<file path="src/hw/rtl/three_tier_threshold_alert_top_defines.svh">
// Assertion macros for the three-tier threshold alert block.
// Included by the top level; expects clk and rst_n in scope.
`ifndef THREE_TIER_THRESHOLD_ALERT_TOP_DEFINES_SVH
`define THREE_TIER_THRESHOLD_ALERT_TOP_DEFINES_SVH

// same-cycle implication, idle during reset
`define TTTA_ASSERT_IMPLY(lbl, ante, cons) \
    lbl: assert property (@(posedge clk) disable iff (!rst_n) (ante) |-> (cons)) \
        else $error("ttta: same-cycle check failed");

// next-cycle implication, idle during reset
`define TTTA_ASSERT_NEXT(lbl, ante, cons) \
    lbl: assert property (@(posedge clk) disable iff (!rst_n) (ante) |=> (cons)) \
        else $error("ttta: next-cycle check failed");

`endif

</file>
<file path="src/hw/rtl/ttta_pkg.sv">
// Shared widths, register indexes, reset values and types for the
// three-tier threshold alert block. No dependencies.
package ttta_pkg;

    localparam int LEVEL_W    = 48;   // usage levels and thresholds
    localparam int TIME_W     = 48;   // timestamps in ms
    localparam int MARGIN_W   = 16;   // Q0.16 hysteresis margin
    localparam int COOL_W     = 32;   // cooldown in ms
    localparam int CFG_DATA_W = 48;
    localparam int CFG_IDX_W  = 3;
    localparam int NUM_TIERS  = 3;
    localparam int TIER_W     = 2;

    localparam logic [CFG_IDX_W-1:0] REG_THR_TIER1   = 3'd0;
    localparam logic [CFG_IDX_W-1:0] REG_THR_TIER2   = 3'd1;
    localparam logic [CFG_IDX_W-1:0] REG_THR_TIER3   = 3'd2;
    localparam logic [CFG_IDX_W-1:0] REG_RESET_MARGIN = 3'd3;
    localparam logic [CFG_IDX_W-1:0] REG_COOLDOWN    = 3'd4;

    localparam logic [TIER_W-1:0] TIER_NORMAL = 2'd0;

    localparam logic [LEVEL_W-1:0]  THR_RESET    = {LEVEL_W{1'b1}};
    localparam logic [MARGIN_W-1:0] MARGIN_RESET = 16'd6554;
    localparam logic [COOL_W-1:0]   COOL_RESET   = 32'd60000;

    // thr - floor(thr * margin / 2^16); the product never exceeds thr << 16
    function automatic logic [LEVEL_W-1:0] rearm_point(
        input logic [LEVEL_W-1:0]  thr,
        input logic [MARGIN_W-1:0] margin
    );
        logic [LEVEL_W+MARGIN_W-1:0] prod;
        prod = {{MARGIN_W{1'b0}}, thr} * {{LEVEL_W{1'b0}}, margin};
        return thr - prod[LEVEL_W+MARGIN_W-1:MARGIN_W];
    endfunction

    localparam logic [LEVEL_W-1:0] REARM_RESET = rearm_point(THR_RESET, MARGIN_RESET);

    typedef struct packed {
        logic [NUM_TIERS-1:0][LEVEL_W-1:0] thr;
        logic [NUM_TIERS-1:0][LEVEL_W-1:0] rearm;
        logic [COOL_W-1:0]                 cooldown;
    } cfg_t;

    typedef struct packed {
        logic [TIER_W-1:0] tier;
        logic              fired;
        logic [TIER_W-1:0] alert_tier;
    } result_t;

endpackage

</file>
<file path="src/hw/rtl/ttta_core.sv">
// Per-sample tier decision and per-tier arm/fire-time state.
// Depends on ttta_pkg.
module ttta_core (
    input  logic                          clk,
    input  logic                          rst_n,
    input  logic                          step,
    input  logic [ttta_pkg::LEVEL_W-1:0]  used,
    input  logic [ttta_pkg::TIME_W-1:0]   now,
    input  ttta_pkg::cfg_t                cfg,
    output ttta_pkg::result_t             res
);

    logic [ttta_pkg::NUM_TIERS-1:0] armed_reg;
    logic [ttta_pkg::NUM_TIERS-1:0] armed_next;
    logic [ttta_pkg::NUM_TIERS-1:0] stamped_reg;
    logic [ttta_pkg::NUM_TIERS-1:0] stamped_next;
    logic [ttta_pkg::NUM_TIERS-1:0][ttta_pkg::TIME_W-1:0] last_reg;
    logic [ttta_pkg::NUM_TIERS-1:0][ttta_pkg::TIME_W-1:0] last_next;

    logic [ttta_pkg::NUM_TIERS-1:0] armed_now;
    logic [ttta_pkg::NUM_TIERS-1:0] meets;
    logic [ttta_pkg::NUM_TIERS-1:0] elapsed;
    logic [ttta_pkg::NUM_TIERS-1:0] sel;
    logic [ttta_pkg::NUM_TIERS-1:0] covered;
    logic [ttta_pkg::NUM_TIERS-1:0][ttta_pkg::TIME_W:0] diff;
    logic [ttta_pkg::TIER_W-1:0]    tier;
    logic                           fire;

    // re-arm, threshold test and cooldown test per tier, all in parallel
    always_comb
    begin
        for (int k = 0; k < ttta_pkg::NUM_TIERS; k++)
        begin
            armed_now[k] = armed_reg[k] | (used < cfg.rearm[k]);
            meets[k]     = used >= cfg.thr[k];
            diff[k]      = {1'b0, now} - {1'b0, last_reg[k]};
            // negative difference (time went back) never counts as elapsed for a stamped tier
            elapsed[k]   = !stamped_reg[k] ||
                           (!diff[k][ttta_pkg::TIME_W] &&
                            (diff[k][ttta_pkg::TIME_W-1:0] >=
                             {{(ttta_pkg::TIME_W-ttta_pkg::COOL_W){1'b0}}, cfg.cooldown}));
        end
    end

    // highest tier wins, even with unordered thresholds
    always_comb
    begin
        if (meets[2])
            tier = 2'd3;
        else if (meets[1])
            tier = 2'd2;
        else if (meets[0])
            tier = 2'd1;
        else
            tier = ttta_pkg::TIER_NORMAL;
    end

    always_comb
    begin
        for (int k = 0; k < ttta_pkg::NUM_TIERS; k++)
        begin
            sel[k] = (tier == ttta_pkg::TIER_W'(k + 1));
        end
        fire = |(sel & armed_now & elapsed);
        for (int k = 0; k < ttta_pkg::NUM_TIERS; k++)
        begin
            covered[k]      = fire && (tier > ttta_pkg::TIER_W'(k));
            armed_next[k]   = covered[k] ? 1'b0 : armed_now[k];
            stamped_next[k] = stamped_reg[k] | covered[k];
            last_next[k]    = covered[k] ? now : last_reg[k];
        end
    end

    always_ff @(posedge clk or negedge rst_n)
    begin
        if (!rst_n)
        begin
            armed_reg   <= '1;
            stamped_reg <= '0;
        end
        else if (step)
        begin
            armed_reg   <= armed_next;
            stamped_reg <= stamped_next;
        end
    end

    // fire times are only read once stamped; no reset needed
    always_ff @(posedge clk)
    begin
        if (step)
        begin
            last_reg <= last_next;
        end
    end

    assign res.tier       = tier;
    assign res.fired      = fire;
    assign res.alert_tier = fire ? tier : ttta_pkg::TIER_NORMAL;

endmodule

</file>
<file path="config.mk">
export PLATFORM = sky130hd
export DESIGN_NAME = ttta_core
export DESIGN_NICKNAME = d
export VERILOG_FILES = /design/src/hw/rtl/three_tier_threshold_alert_top_defines.svh /design/src/hw/rtl/ttta_pkg.sv /design/src/hw/rtl/ttta_core.sv
export SDC_FILE = /design/constraint.sdc
export NUM_CORES = 1
export LEC_CHECK = 0
export CORE_MARGIN = 4
export CORE_UTILIZATION = 25
export CTS_BUF_LIST = sky130_fd_sc_hd__clkbuf_8 sky130_fd_sc_hd__clkbuf_16
export DETAILED_ROUTE_END_ITERATION = 8
export DONT_BUFFER_PORTS = 1
export GPL_TIMING_DRIVEN = 0
export HOLD_SLACK_MARGIN = 0.03
export MAX_ROUTING_LAYER = met4
export PLACE_DENSITY = 0.47
export SYNTH_ARGS = -nofsm -noshare
export SYNTH_HDL_FRONTEND = slang
export SYNTH_SLANG_ARGS = --single-unit
export TNS_END_PERCENT = 50
</file>
<file path="constraint.sdc">
create_clock -name clk -period 13.4 [get_ports clk]
set_input_delay 2.68 -clock clk [delete_from_list [all_inputs] [get_ports clk]]
set_output_delay 2.68 -clock clk [all_outputs]
set_load 0.03 [all_outputs]
</file>
==> impl_results.md <==
- Seq/Total Area, Yosys: around a fifth
- Die X: 317.0 microns
- Row cnt: 113
- CTS max path bufs: 2
- Main synth FF type: edfxtp_1
- Setup TNS: 0 ns
- Detailed Route Iter0 Violations: 1419
- Total congestion overflow: 0
- Root Buffer: clkbuf_16
- Switch share: 42.31%
- # DRC: 0
- Core Area: between 0.09 and 0.1 sq mm
- First-pass GRT wire length: between 100000 and 150000 microns
- CTS tree: built
- Max FFs per register: 144
- Placer Congestion: about 0.94
- Post_cts resized: 0
- Drt total wl: 91370 microns
- Max Cap Viol: 0
- Internal Power: 0.001251 W
- Via count: approximately 22000
- Vias in the first global route: about 21000
- Largest net degree at the start of global routing: 56
- RSZ-0062 raised after global routing: no
- Final Hold Viols: 0
- Port bufs: 0
- Via-to-Cell Ratio: 5.077
- CP Capture Type: output pin
- Worst Path Arrival: 9.48 ns
- TritonCTS Buffers: 17
- Synth warnings: 0
- FFs w/ async S/R, synth: 4.000%
- DRT Pass-1 Iters: 6
- VDD IR-drop max: approximately 110 uV
- Share of layout cells above drive strength 1: 3.530%
- Max Fclk: between 0.08 and 0.09 GHz
- Io pins: approximately 420
- # hold bufs at CTS: 0
- Critical Path Fanout Max: 6
- Worst-Skew Late Latency: just under 0.5 ns
- Antenna violations before repair: 4
- Worst setup margin: 1.240 ns
- Routed Antenna Nets: 0
- Global Route Usage Sum: 18.06%
- # setup viols final: 0
- Most frequent cells in the layout: ha_1, inv_1, a21oi_1, nand2_1, nor2_1
- Avg Inst Size Synth: ~8 sq um
- Critical path class: in2out
- Area Growth Syn to Fin: 9.318%
- Comb power frac: 51.4%
- Yosys reg bits: 150
- NetSw: between 0.0009 and 0.001 W
- Die height: 317.0 microns
- Cell area power density: 83.11 mW/mm^2
- Lkg Pwr: 12.51 nW
- Setup clock skew after layout: about 0.017 ns
- Min-delay worst type: reg2reg
- Die ar.: 0.1005 sq mm
- Pins Over Slew Limit: 0
- Flop pwr share: 26.4%
- Num Clock Sinks: 150
- Wire length per cell: around 21 microns
- Final worst path period share: 90.75%
- Slew headroom: 21.06%
- Nets@finish: 3965
- Post-Syn Area: between 0.02 and 0.025 sq mm
- Number of flops mapped to enable cells by yosys: ~140
- Status: completed
- Post-DP HPWL: ~80000 microns
- Initial Util: 25.17%
- Clock-pin slew of the registers on the worst-case setup and hold paths: approximately 0.060 ns
- Most common cell after layout, fill and taps aside: ha_1
- WP data required: 10.72 ns
- Post-synthesis cell count: 2996
- Clock share of power: 22.3%
- Setup bufs post-CTS: 0
- Setup WS pre-CTS: roughly 1.4 ns
- Mapped Nets: 3943
- Final core utilization: 27.51%
- Synth cell types: 98
- CP startpoint kind: input port
- Final Critical Period: 12.16 ns
- Slew at the pin with the worst max-slew slack: 1.173 ns
- Htree depth: 4
-- synth_stat cells, drive strengths merged, types with 29 or more instances --
cell type	count	area [sq um]
o21bai	29	217.7
a211oi	39	297.8
nor3	40	211.5
nor2	166	623.1
inv	501	1881
o21ai	160	804.5
o21a	37	277.8
nor4	32	221.5
clkbuf	45	202.7
a21oi	286	1443
o211ai	31	232.7
nand3	57	285.3
ha	525	6569
nand2	205	772.0
xnor2	59	516.8
edfxtp	144	4324
xor2	43	376.6
a21o	129	972.2
nand4	119	765.7
-- layer usage --
layer	part of all wire (%)	vias up	GRT usage, %
met5	0	-	-
li1	-	10950	-
met3	8.6	92	5.220
met2	46	703	29.59
met4	3.3	0	5.776
met1	42	10090	21.38
-- power groups by stage --
stage	registers, W	clock network (W)	logic, W
after floorplan	0.000581	0	0.000814
after global placement	0.000584	0	0.00109
after detailed placement	0.000583	0	0.00110
after CTS	0.000572	0.000502	0.00111
after global routing	0.000575	0.000521	0.00126
final	0.000572	0.000483	0.00111
-- worst paths after layout --
kind                             endpoint         start  slack, ns  cells after the start
min reg2reg                  armed_reg[2]  armed_reg[2]       0.52                      2
min                          armed_reg[2]  armed_reg[2]       0.52                      2
max                                res[2]        now[0]       1.24                     25
min in group asynchronous  stamped_reg[0]         rst_n       1.89                      0
max reg2reg                   last_reg[5]   last_reg[0]       5.83                     24
max in group asynchronous    armed_reg[2]         rst_n      11.34                      0
-- worst max-delay path: stages --
cell and delay [ns]:
inv_1 0.06, ha_1 0.24, fa_1 0.41, nor2b_1 0.18, o2111ai_1 0.18, and4_1 0.29, o21ai_0 0.67, nand2b_1 0.24
and2_1 0.27, o21bai_1 0.32, a21oi_1 0.14, xnor2_1 0.16, ha_1 0.32, nand4_1 0.16, or4_1 0.17, a21oi_1 0.07
a2111oi_0 0.70, o21ai_0 0.21, or4b_1 0.55, nor3_1 0.17, nor4b_2 0.22, o2111ai_1 0.19, o21a_1 0.32, or3_1 0.34
buf_4 0.21
-- layout make-up --
type	count	area (sq um)
diodes	6	15.01
plain buffers	67	337.8
clock buffers	17	425.4
clock inverters	15	140.1
fillers	10470	68770
inverters	501	1881
multi-input cells	2278	17180
flip-flops and latches	150	4478
well taps	1265	1583
repair buffers	3	60.06
-- per-stage QoR --
step,power (W),hold slack [ns],std cells,area [sq um]
floorplan,0.001395,0.4448,2996,23870
global placement,0.001679,0.5125,4261,25460
detailed placement,0.001682,0.5134,4263,25500
CTS,0.002182,0.5251,4295,26060
global route,0.002358,0.5533,4300,26090
finish,0.002169,0.5215,4302,26100
-- logic make-up after synthesis --
| group | after synthesis | synth area share (%) |
|---|---|---|
| AOI/OAI and AO/OA | 877 | 23.84 |
| buffers and inverters | 568 | 9.292 |
| adders and majority gates | 528 | 27.77 |
| and+or+nand+nor | 759 | 16.08 |
| muxes | 12 | 0.5188 |
| DFF | 150 | 18.76 |
| xor gates and xnor gates | 102 | 3.742 |
No activity file was read; power rests on OpenSTA's default activity.
